File: src/rtl/core/bcbr_pkg.sv
// ----------------------------------------------------------------------------
// bcbr_pkg
// shared types, widths and helpers for the box crop bilinear resampler
// ----------------------------------------------------------------------------
package bcbr_pkg;

   localparam int VALUE_W        = 16;
   localparam int PIXEL_INDEX_W  = 14;
   localparam int CHAN_W         = 2;
   localparam int TOP_W          = 7;
   localparam int BOTTOM_W       = 8;
   localparam int OUT_POS_W      = 6;

   localparam int CSR_INDEX_W    = 3;
   localparam int CSR_DATA_W     = 8;

   // position divider
   localparam int DIV_W          = 7;
   localparam int MAG_W          = 14;
   localparam int STEP_W         = 8;
   localparam int FRAC_W         = 16;
   localparam int DVD_W          = 32;
   localparam int QUOT_W         = 32;
   localparam int DIV_RADIX_BITS = 4;
   localparam int DIV_CYCLES     = DVD_W / DIV_RADIX_BITS;

   // geometry and blending
   localparam int POS_W          = 33;
   localparam int FL_W           = POS_W - FRAC_W;
   localparam int COORD_W        = 10;
   localparam int SIZE_W         = 11;
   localparam int WEIGHT_W       = 33;
   localparam int ACC_W          = 48;

   localparam logic [1:0] NBR_LAST = 2'd3;

   // result queue
   localparam int FIFO_DEPTH     = 8;
   localparam int FIFO_PTR_W     = 3;
   localparam int FIFO_CNT_W     = 4;

   typedef enum logic {
      OP_WRITE  = 1'b0,
      OP_SAMPLE = 1'b1
   } operation_type;

   typedef enum logic [CSR_INDEX_W-1:0] {
      CSR_IMAGE_WIDTH   = 3'd0,
      CSR_IMAGE_HEIGHT  = 3'd1,
      CSR_CHANNEL_COUNT = 3'd2,
      CSR_OUT_WIDTH     = 3'd3,
      CSR_OUT_HEIGHT    = 3'd4
   } csr_index_type;

   typedef struct packed {
      logic [MAG_W-1:0] mag;
      logic             neg;
      logic             bypass;
      logic [DIV_W-1:0] divisor;
   } div_req_type;

   typedef struct packed {
      logic idle;
      logic done;
   } div_stat_type;

   typedef struct packed {
      logic [COORD_W-1:0] lo;
      logic [COORD_W-1:0] hi;
      logic [FRAC_W-1:0]  wlo;
      logic               hit;
   } nbr_type;

   typedef struct packed {
      logic [VALUE_W-1:0] sample_value;
      logic [CHAN_W-1:0]  sample_channel;
      logic               last_channel;
      logic               clamped;
   } rsp_item_type;

   // floor/ceiling neighbours of a signed 17.16 position, clamped to 0..size-1
   function automatic nbr_type bcbr_neighbours(input logic signed [POS_W-1:0] pos,
                                               input logic [SIZE_W-1:0] size);
      logic signed [FL_W-1:0] fl;
      logic signed [FL_W-1:0] ce;
      logic signed [FL_W-1:0] lim;
      logic [FRAC_W-1:0]      frac;
      nbr_type                r;
      fl    = pos[POS_W-1:FRAC_W];
      frac  = pos[FRAC_W-1:0];
      ce    = fl + ((frac != '0) ? FL_W'(1) : FL_W'(0));
      lim   = $signed({{(FL_W-SIZE_W){1'b0}}, size}) - FL_W'(1);
      r.hit = 1'b0;
      r.wlo = FRAC_W'(0) - frac;
      if (fl[FL_W-1]) begin
         r.lo  = '0;
         r.hit = 1'b1;
      end else if (fl > lim) begin
         r.lo  = COORD_W'(lim);
         r.hit = 1'b1;
      end else begin
         r.lo = COORD_W'(fl);
      end
      if (ce[FL_W-1]) begin
         r.hi  = '0;
         r.hit = 1'b1;
      end else if (ce > lim) begin
         r.hi  = COORD_W'(lim);
         r.hit = 1'b1;
      end else begin
         r.hi = COORD_W'(ce);
      end
      return r;
   endfunction

endpackage

File: src/rtl/core/bcbr_div.sv
// ----------------------------------------------------------------------------
// bcbr_div
// radix-16 restoring divider giving floor((+/-mag << 16) / divisor)
// ----------------------------------------------------------------------------
module bcbr_div
   import bcbr_pkg::*;
(
   input  logic                     clock,
   input  logic                     reset,
   input  logic                     start,
   input  div_req_type              req,
   input  logic                     take,
   output div_stat_type             stat,
   output logic signed [QUOT_W-1:0] quot
);

   localparam int CNT_W = $clog2(DIV_CYCLES);
   localparam logic [CNT_W-1:0] CNT_LAST = CNT_W'(DIV_CYCLES - 1);

   typedef enum logic [1:0] {
      S_IDLE,
      S_RUN,
      S_FIX,
      S_DONE
   } state_type;

   state_type                state_ff;
   logic [DVD_W-1:0]         dvd_ff;
   logic [QUOT_W-1:0]        quo_ff;
   logic [DIV_W:0]           rem_ff;
   logic [DIV_W-1:0]         dsr_ff;
   logic                     neg_ff;
   logic [CNT_W-1:0]         cnt_ff;
   logic signed [QUOT_W-1:0] quot_ff;

   logic [DVD_W-1:0]         dvd_in;
   logic [QUOT_W-1:0]        quo_in;
   logic [DIV_W:0]           rem_in;

   // four quotient bits per cycle
   always_comb begin
      dvd_in = dvd_ff;
      quo_in = quo_ff;
      rem_in = rem_ff;
      for (int i = 0; i < DIV_RADIX_BITS; i++) begin
         rem_in = {rem_in[DIV_W-1:0], dvd_in[DVD_W-1]};
         dvd_in = {dvd_in[DVD_W-2:0], 1'b0};
         if (rem_in >= {1'b0, dsr_ff}) begin
            rem_in = rem_in - {1'b0, dsr_ff};
            quo_in = {quo_in[QUOT_W-2:0], 1'b1};
         end else begin
            quo_in = {quo_in[QUOT_W-2:0], 1'b0};
         end
      end
   end

   always_ff @(posedge clock) begin
      if (reset) begin
         state_ff <= S_IDLE;
      end else begin
         unique case (state_ff)
            S_IDLE: begin
               if (start) begin
                  dvd_ff <= {{(DVD_W-MAG_W-FRAC_W){1'b0}}, req.mag, {FRAC_W{1'b0}}};
                  quo_ff <= '0;
                  rem_ff <= '0;
                  dsr_ff <= req.divisor;
                  neg_ff <= req.neg;
                  cnt_ff <= '0;
                  if (req.bypass) begin
                     quot_ff  <= '0;
                     state_ff <= S_DONE;
                  end else begin
                     state_ff <= S_RUN;
                  end
               end
            end
            S_RUN: begin
               dvd_ff <= dvd_in;
               quo_ff <= quo_in;
               rem_ff <= rem_in;
               cnt_ff <= cnt_ff + 1'b1;
               if (cnt_ff == CNT_LAST) begin
                  state_ff <= S_FIX;
               end
            end
            S_FIX: begin
               // negative numerator rounds toward minus infinity
               quot_ff  <= neg_ff ? QUOT_W'(-(quo_ff + QUOT_W'(rem_ff != '0))) : quo_ff;
               state_ff <= S_DONE;
            end
            S_DONE: begin
               if (take) begin
                  state_ff <= S_IDLE;
               end
            end
         endcase
      end
   end

   assign stat.idle = (state_ff == S_IDLE);
   assign stat.done = (state_ff == S_DONE);
   assign quot      = quot_ff;

endmodule

File: config.mk
export PLATFORM = sky130hd
export DESIGN_NAME = bcbr_div
export DESIGN_NICKNAME = d
export VERILOG_FILES = /design/src/rtl/core/bcbr_pkg.sv /design/src/rtl/core/bcbr_div.sv
export SDC_FILE = /design/constraint.sdc
export NUM_CORES = 1
export LEC_CHECK = 0
export ABC_AREA = 1
export BUFFER_PORTS_ARGS = -buffer_cell sky130_fd_sc_hd__buf_2
export CAP_MARGIN = 15
export CORE_MARGIN = 8
export CORE_UTILIZATION = 25
export DETAILED_ROUTE_END_ITERATION = 12
export SKIP_CTS_REPAIR_TIMING = 1
export SLEW_MARGIN = 10
export SYNTH_ARGS = -nofsm -noshare
export SYNTH_HDL_FRONTEND = slang
export SYNTH_SLANG_ARGS = --single-unit
export TNS_END_PERCENT = 5
File: constraint.sdc
create_clock -name clock -period 5.9 [get_ports clock]
set_input_delay 0.295 -clock clock [delete_from_list [all_inputs] [get_ports clock]]
set_output_delay 0.295 -clock clock [all_outputs]
set_load 0.03 [all_outputs]
==> results.yml, run 1 <==
routing:
  dr_total_vias: 6973
  routedWlPerCell_um: 13.9
  avgViaCountPerCell: 4.47
  drt_iter0_markers: 420
  ant_nets: 0
  drc_errors: 0
  drt-total-wl_um: 21700
  first_pass_iters: 5
floorplanning:
  ios: 61
  core_area_sq_um: 31400
  die_w_um: 194
  placementRows: 65
  fp.dieH_um: 194
  initial_utilization_pct: 25.3
  dieArea_sq_um: 37700
finish:
  fin_nets: 1250
  fin_area_sq_um: 10100
  area_delta_synth_final_pct: 27.4
  fill_cells: 3317
  layout-drive-gt1-share_pct: 26.3
  antenna_cells: 0
clocking:
  clk_latency_ns: 0.35
  path_clk_slew_ns: 0.07
  tritoncts.num_buffers: 9
  cts.sinks: 101
  cts_tree: "built"
  cts_root_buf: "clkbuf_16"
  htreeDepth: 3
  clk_path_buf_depth: 2
synthesis:
  seq_area_frac_synth_pct: 38.0
  synth_area_sq_um: 7940
  yosysWarnings: 0
  async_reset_ff_share_pct: 0
  synth_edf_count: 99
  syn_area_per_cell_sq_um: 7.92
  ys_types: 49
  ys_ff_latch: 101
  synth_ff_type: "edfxtp_1"
  synth_cells: 1002
  syn-num-nets: 1100
timing:
  period_needed_ns: 5.77
  finalSetupViolCount: 0
  worst_clock_skew_ns: 0.0112
  tightest_slew_ns: 0.792
  setup_ws_ns: 0.134
  min_period_over_period_pct: 97.7
  relSlewSlack_pct: 46.9
  maxSlewViolCount: 0
  hold_violations: 0
  clock.fmax_ghz: 0.173
setup_path:
  cp_top_family: "simple AND/OR/NAND/NOR gates"
  cp_max_fo: 7
  cp-start-kind: "register"
  critPathSlowestCell: "edfxtp_1"
  reg2reg_slack_ns: 0.13
  crit_top_cell: "nand2_2"
  slowest_delay_ns: 0.38
  arrival_ns: 5.87
  worst_ep_required_time_ns: 6.01
  path_class: "register to register"
  end_kind: "register"
  crit_buf_inv: 7
placement:
  post-dp-hpwl_um: 16800
  port-buffer-count: 60
  dpl-instance-area_sq_um: 9290
  dp_worst_setup_slack_ns: -0.268
  gp_congestion: 0.929
flow_run:
  cap_violations: 0
global_route:
  grt_max_degree: 57
  grt_pass1_vias: 6949
  grt.overflow.total: 0
  grt_pass1_wl_um: 34500
  antenna_found_initial: 0
  grt_util_all_layers_pct: 11.0
worst_hold_path:
  hold_class: "primary input to register"
outcome:
  status: "complete, no violations"
==> registers in the layout, summed over array words and instances (netlist names) <==
register,flops
neg_ff,1
rem_ff,8
state_ff,2
cnt_ff,3
quot,32
quo_ff,32
dsr_ff,7
dvd_ff,16
==> stage by stage <==
stage	instances	utilization (%)	hold WS, ns	TNS, ns
after floorplan	1002	-	0.373	0
after global placement	1527	29.6	0.472	-0.758
after detailed placement	1527	29.6	0.473	-2.08
after CTS	1543	30.5	0.0993	-2.08
after global routing	1559	32.2	0.0960	-1.68
final	1559	32.2	0.116	0
==> cells in the final DEF (no fill, tap or decap), types with 4 or more instances in the layout <==
cell type,n
a31oi_1,7
ha_1,52
inv_1,190
nor3_1,10
buf_6,4
nand2_1,207
a21oi_1,64
a21oi_2,8
a21oi_4,6
a21o_1,12
ha_4,13
nand3_4,5
inv_2,10
nand3_2,4
o21ai_0,46
clkbuf_16,9
xnor2_1,12
buf_2,60
o21ai_2,11
edfxtp_1,99
nor2_2,6
nor2_1,57
buf_4,94
nand2_4,8
xor2_1,23
nand2_2,36
nand4_1,12
nor2_4,5
nand3_1,39
inv_6,4
==> kinds of logic after synthesis <==
kind of cell	share of synthesized area (%)
buffers and inverters	11.2
flip-flops	38.0
adder cells (fa/ha/maj)	11.6
AO/OA/AOI/OAI	12.5
XOR/XNOR	4.08
AND/OR/NAND/NOR	22.7
==> final cells by class <==
type	instances	area, sq um	area share [%]
clock buffer	9	225	2.23
clock inverter	7	56.3	0.557
inverter	204	773	7.65
multi-input combinational	678	4490	44.4
sequential	101	3010	29.8
tap	402	503	4.98
timing repair buffer	158	1050	10.4
==> worst reg2reg max path: cells and delay by family, from the launching register on <==
family | cells | cell delay (ns)
AOI/OAI and AO/OA | 9 | 1.37
adders and majority gates | 5 | 1.16
buffers and inverters | 7 | 0.46
DFF | 1 | 0.38
and+or+nand+nor | 22 | 2.15
==> synthesized netlist by cell type (3+ instances only) <==
cell      number  area [sq um]
nor3_1        10          50.1
nand3_2        4          40.0
inv_2          4          15.0
nand3_1       41           205
buf_6          3          33.8
nor2_4         3          33.8
o221ai_1       3          26.3
nand2_4        6          67.6
nand3b_1       3          22.5
a31oi_1        7          43.8
nor2_1        59           221
o21ai_1        6          30.0
xor2_1        25           219
clkbuf_1      14          52.6
nor2_2         6          37.5
a21o_1        12          90.1
ha_1          67           838
fa_1           4          80.1
o21ai_0       54           270
edfxtp_1      99          2970
inv_1        198           743
xnor2_1       12           105
nand2_1      227           852
nand4_1       12          75.1
nand2_2       18           113
a21oi_4        3          48.8
a21oi_1       73           365
==> routing by layer <==
layer	share of wire [%]	vias to the layer above	GRT usage (%)
met5	0	-	0
met4	1.7	0	2.66
met3	4.3	29	2.00
met2	48	147	19.1
met1	46	3235	14.0
li1	-	3562	-
==> path summary, 6_finish.rpt <==
| path | start | end | depth (start not counted) |
|---|---|---|---|
| worst max-delay path | dvd_ff[31] | rem_ff[1] | 43 |
| worst min-delay path | req[2] | dsr_ff[2] | 1 |
| worst max register to register | dvd_ff[31] | rem_ff[1] | 43 |
| worst min register to register | dvd_ff[27] | dvd_ff[31] | 2 |
Power of run 1 is left out: the tool's default activity adds up to more than one toggle a clock period on the data nets, which glitch-free logic cannot reach.
==> run 2, diff against run 1 <==
- CORE_MARGIN: 8 -> 4
- CTS_BUF_LIST: default -> sky130_fd_sc_hd__clkbuf_8 sky130_fd_sc_hd__clkbuf_16
==> results.yml, run 2 (synthesis results as in run 1) <==
outcome:
  status: "complete, no violations"
setup_path:
  arrival_ns: 5.86
  end_kind: "register"
  cp-start-kind: "register"
  rr_endpoint: "rem_ff[4]"
  crit_path_start: "dsr_ff[5]"
  reg2reg_from: "dsr_ff[5]"
  cp_top_family: "simple AND/OR/NAND/NOR gates"
  crit_end: "rem_ff[4]"
  r2r_cells: 42
  slowest_delay_ns: 0.40
  worst_ep_required_time_ns: 6.00
  path_class: "register to register"
  cp.depth: 42
  cp_max_fo: 7
  critPathSlowestCell: "ha_1"
  crit_buf_inv: 7
  reg2reg_slack_ns: 0.14
routing:
  ant_nets: 0
  avgViaCountPerCell: 4.48
  drc_errors: 0
  routedWlPerCell_um: 13.7
  first_pass_iters: 5
  drt_iter0_markers: 413
  drt-total-wl_um: 21300
  dr_total_vias: 6956
placement:
  dpl-instance-area_sq_um: 9260
  port-buffer-count: 60
  dp_cells: 1517
  gp_congestion: 0.899
  post-dp-hpwl_um: 16200
clocking:
  cts_root_buf: "clkbuf_16"
  cts.sinks: 101
  cts_tree: "built"
  clk_latency_ns: 0.36
  path_clk_slew_ns: 0.08
  tritoncts.num_buffers: 9
  htreeDepth: 3
  clk_path_buf_depth: 2
timing:
  tightest_slew_ns: 0.836
  finalSetupViolCount: 0
  hold_violations: 0
  period_needed_ns: 5.76
  worst_clock_skew_ns: 0.0122
  min_period_over_period_pct: 97.6
  clock.fmax_ghz: 0.174
  maxSlewViolCount: 0
  grt_setup_unrepaired: "true"
  relSlewSlack_pct: 43.9
finish:
  area_delta_synth_final_pct: 26.9
  fin_nets: 1248
  antenna_cells: 0
  stdcell_count: 1551
  fin_util_pct: 32.5
  layout-drive-gt1-share_pct: 26.1
  final_cell_mix: "nand2_1, inv_1, edfxtp_1"
  fin_area_sq_um: 10100
  layout_commonest_cell: "nand2_1"
global_route:
  antenna_found_initial: 1
  grt_pass1_vias: 6750
  grt_pass1_wl_um: 33600
  grt_max_degree: 57
  grt_util_all_layers_pct: 12.0
  grt.overflow.total: 0
floorplanning:
  ios: 61
  core_area_sq_um: 31000
  fp.dieH_um: 186
  die_w_um: 186
  dieArea_sq_um: 34700
  initial_utilization_pct: 25.6
  placementRows: 64
worst_hold_path:
  worst_hold_startpoint: "req[1]"
  hold_class: "primary input to register"
flow_run:
  cap_violations: 0
[run 2: changes by cell type in the layout (fill, tap and decap cells not counted), sizes merged]
cell	delta
clkinvlp	-1
inv	+1
buf	-2
[run 2: worst min path at each step]
stage | end | slack (ns) | depth (start not counted)
3_3_place_gp | dsr_ff[2] | 0.47 | 1
2_1_floorplan | state_ff[0] | 0.37 | 1
4_1_cts | dsr_ff[5] | 0.09 | 1
3_5_place_dp | dsr_ff[5] | 0.47 | 1
6_report | dsr_ff[1] | 0.10 | 1
5_1_grt | dsr_ff[1] | 0.08 | 1
[run 2: cell type report]
type | instances | area, sq um
Sequential cell | 101 | 3010
Timing Repair Buffer | 156 | 1050
Multi-Input combinational cell | 678 | 4450
Clock buffer | 9 | 225
Tap cell | 396 | 495
Inverter | 204 | 773
Fill cell | 3207 | 20900
Clock inverter | 7 | 66.3
[run 2: metrics by stage]
step	setup slack (ns)	TNS, ns	hold WS [ns]
final	0.143	0	0.101
after global routing	-0.185	-1.49	0.0823
after CTS	-0.294	-2.37	0.0885
after detailed placement	-0.263	-2.14	0.473
after global placement	-0.0414	-0.214	0.473
after floorplan	0.0128	0	0.373
[run 2: per-layer routing]
metal / up-vias / GRT usage (%) / share of wire, % / wire length, um
met5: - / 0 / 0.033 / 7
met4: 2 / 2.97 / 1.5 / 326
met3: 23 / 2.63 / 5.5 / 1170
met2: 149 / 19.8 / 47 / 9960
met1: 3222 / 16.2 / 46 / 9790
li1: 3560 / - / - / -
[run 2: worst reg2reg max path, delay by kind of cell (launching register included)]
kind / cells / cell delay [ns]
flops: 1 / 0.35
compound gates: 10 / 1.34
buf+inv: 7 / 0.56
simple gates: 21 / 1.96
fa+ha+maj: 4 / 1.27
Power of run 2 is left out for the same reason.
==> run 3, diff against run 2 <==
- BUFFER_PORTS_ARGS: -buffer_cell sky130_fd_sc_hd__buf_2 -> default
- CELL_PAD_IN_SITES_DETAIL_PLACEMENT: default -> 0
- CELL_PAD_IN_SITES_GLOBAL_PLACEMENT: default -> 1
- CTS_CLUSTER_DIAMETER: default -> 200
- DONT_BUFFER_PORTS: default -> 1
- PLACE_DENSITY_LB_ADDON: default -> 0.1
==> results.yml, run 3 (synthesis results as in run 1) <==
finish:
  antenna_cells: 0
  layout-drive-gt1-share_pct: 23.1
  fin_nets: 1203
  layout_commonest_cell: "nand2_1"
  area_delta_synth_final_pct: 26.2
  final_cell_mix: "nand2_1, inv_1, edfxtp_1"
  multi_input_area_sq_um: 4540
  fill_cells: 3317
  seqCellArea_sq_um: 3010
setup_path:
  crit_path_start: "dvd_ff[31]"
  cp_max_fo: 8
  critPathSlowestCell: "edfxtp_1"
  end_kind: "register"
  slowest_delay_ns: 0.38
  arrival_ns: 5.83
  crit_top_cell: "nand2_1"
  path_class: "register to register"
  worst_ep_required_time_ns: 6.04
  reg2reg_from: "dvd_ff[31]"
  cp-start-kind: "register"
routing:
  drt_iter0_markers: 257
  ant_nets: 0
  drt-total-wl_um: 24300
  routedWlPerCell_um: 16.1
  dr_total_vias: 6666
  drc_errors: 0
  first_pass_iters: 4
  avgViaCountPerCell: 4.43
timing:
  finalSetupViolCount: 0
  period_needed_ns: 5.70
  worst_clock_skew_ns: 0.0148
  tns_ns: 0
  hold_violations: 0
  min_period_over_period_pct: 96.5
  grt_setup_unrepaired: "true"
  tightest_slew_ns: 1.01
  clock.fmax_ghz: 0.176
  relSlewSlack_pct: 32.4
  maxSlewViolCount: 0
clocking:
  cts_tree: "built"
  clk_path_buf_depth: 2
  htreeDepth: 3
  clk_latency_ns: 0.38
  path_clk_slew_ns: 0.09
  cts.sinks: 101
  tritoncts.num_buffers: 9
  cts_root_buf: "clkbuf_16"
floorplanning:
  placementRows: 64
  fp.dieH_um: 186
  die_w_um: 186
  ios: 61
  core_area_sq_um: 31000
  initial_utilization_pct: 25.6
  dieArea_sq_um: 34700
global_route:
  grt.overflow.total: 0
  grt_util_all_layers_pct: 14.3
  antenna_found_initial: 0
  grt_max_degree: 60
  grt_pass1_wl_um: 38200
  grt_pass1_vias: 6940
placement:
  gp_congestion: 0.819
  post-dp-hpwl_um: 19100
  port-buffer-count: 0
worst_hold_path:
  worst_hold_startpoint: "req[18]"
  hold_class: "primary input to register"
flow_run:
  cap_violations: 0
outcome:
  status: "complete, no violations"
run 3: routing by layer:
metal	global-route usage, %	wire (um)	share of wire (%)	vias up
li1	-	-	-	3470
met1	18.2	11200	46	3106
met2	25.2	12200	50	73
met3	2.72	577	2.4	17
met4	3.58	294	1.2	0
met5	0	0	0	-
run 3: worst paths after layout:
path         depth (start not counted)  slack [ns]    endpoint
max                                 43        0.20   rem_ff[1]
min                                  2        0.09  dvd_ff[25]
max reg2reg                         43        0.20   rem_ff[1]
min reg2reg                          2        0.50  dvd_ff[30]
run 3: area by class of cell:
cell class                      count  share of cell area (%)
Clock buffer                        9                    2.25
Clock inverter                      7                   0.886
Sequential cell                   101                    30.1
Timing Repair Buffer              111                    8.80
Inverter                          204                    7.77
Multi-Input combinational cell    678                    45.3
Tap cell                          396                    4.94
run 3: critical path, delay by kind of cell (launching register included):
| kind | cells | cell delay (ns) |
|---|---|---|
| AO/OA/AOI/OAI | 10 | 1.15 |
| AND/OR/NAND/NOR | 23 | 2.27 |
| buffers and inverters | 5 | 0.35 |
| adder cells (fa/ha/maj) | 5 | 1.30 |
| flip-flops | 1 | 0.38 |
run 3: stage by stage:
stage	util (%)	setup slack [ns]	cell area (sq um)	hold WS [ns]	cells
2_1_floorplan	-	0.0128	7960	0.373	1002
6_report	32.3	0.205	10000	0.0922	1506
3_3_place_gp	29.3	-0.211	9060	0.379	1471
4_1_cts	30.3	-0.362	9380	-0.0349	1487
3_5_place_dp	29.3	-0.353	9060	0.378	1471
5_1_grt	32.3	-0.120	10000	0.0778	1506
Power of run 3 is left out for the same reason.
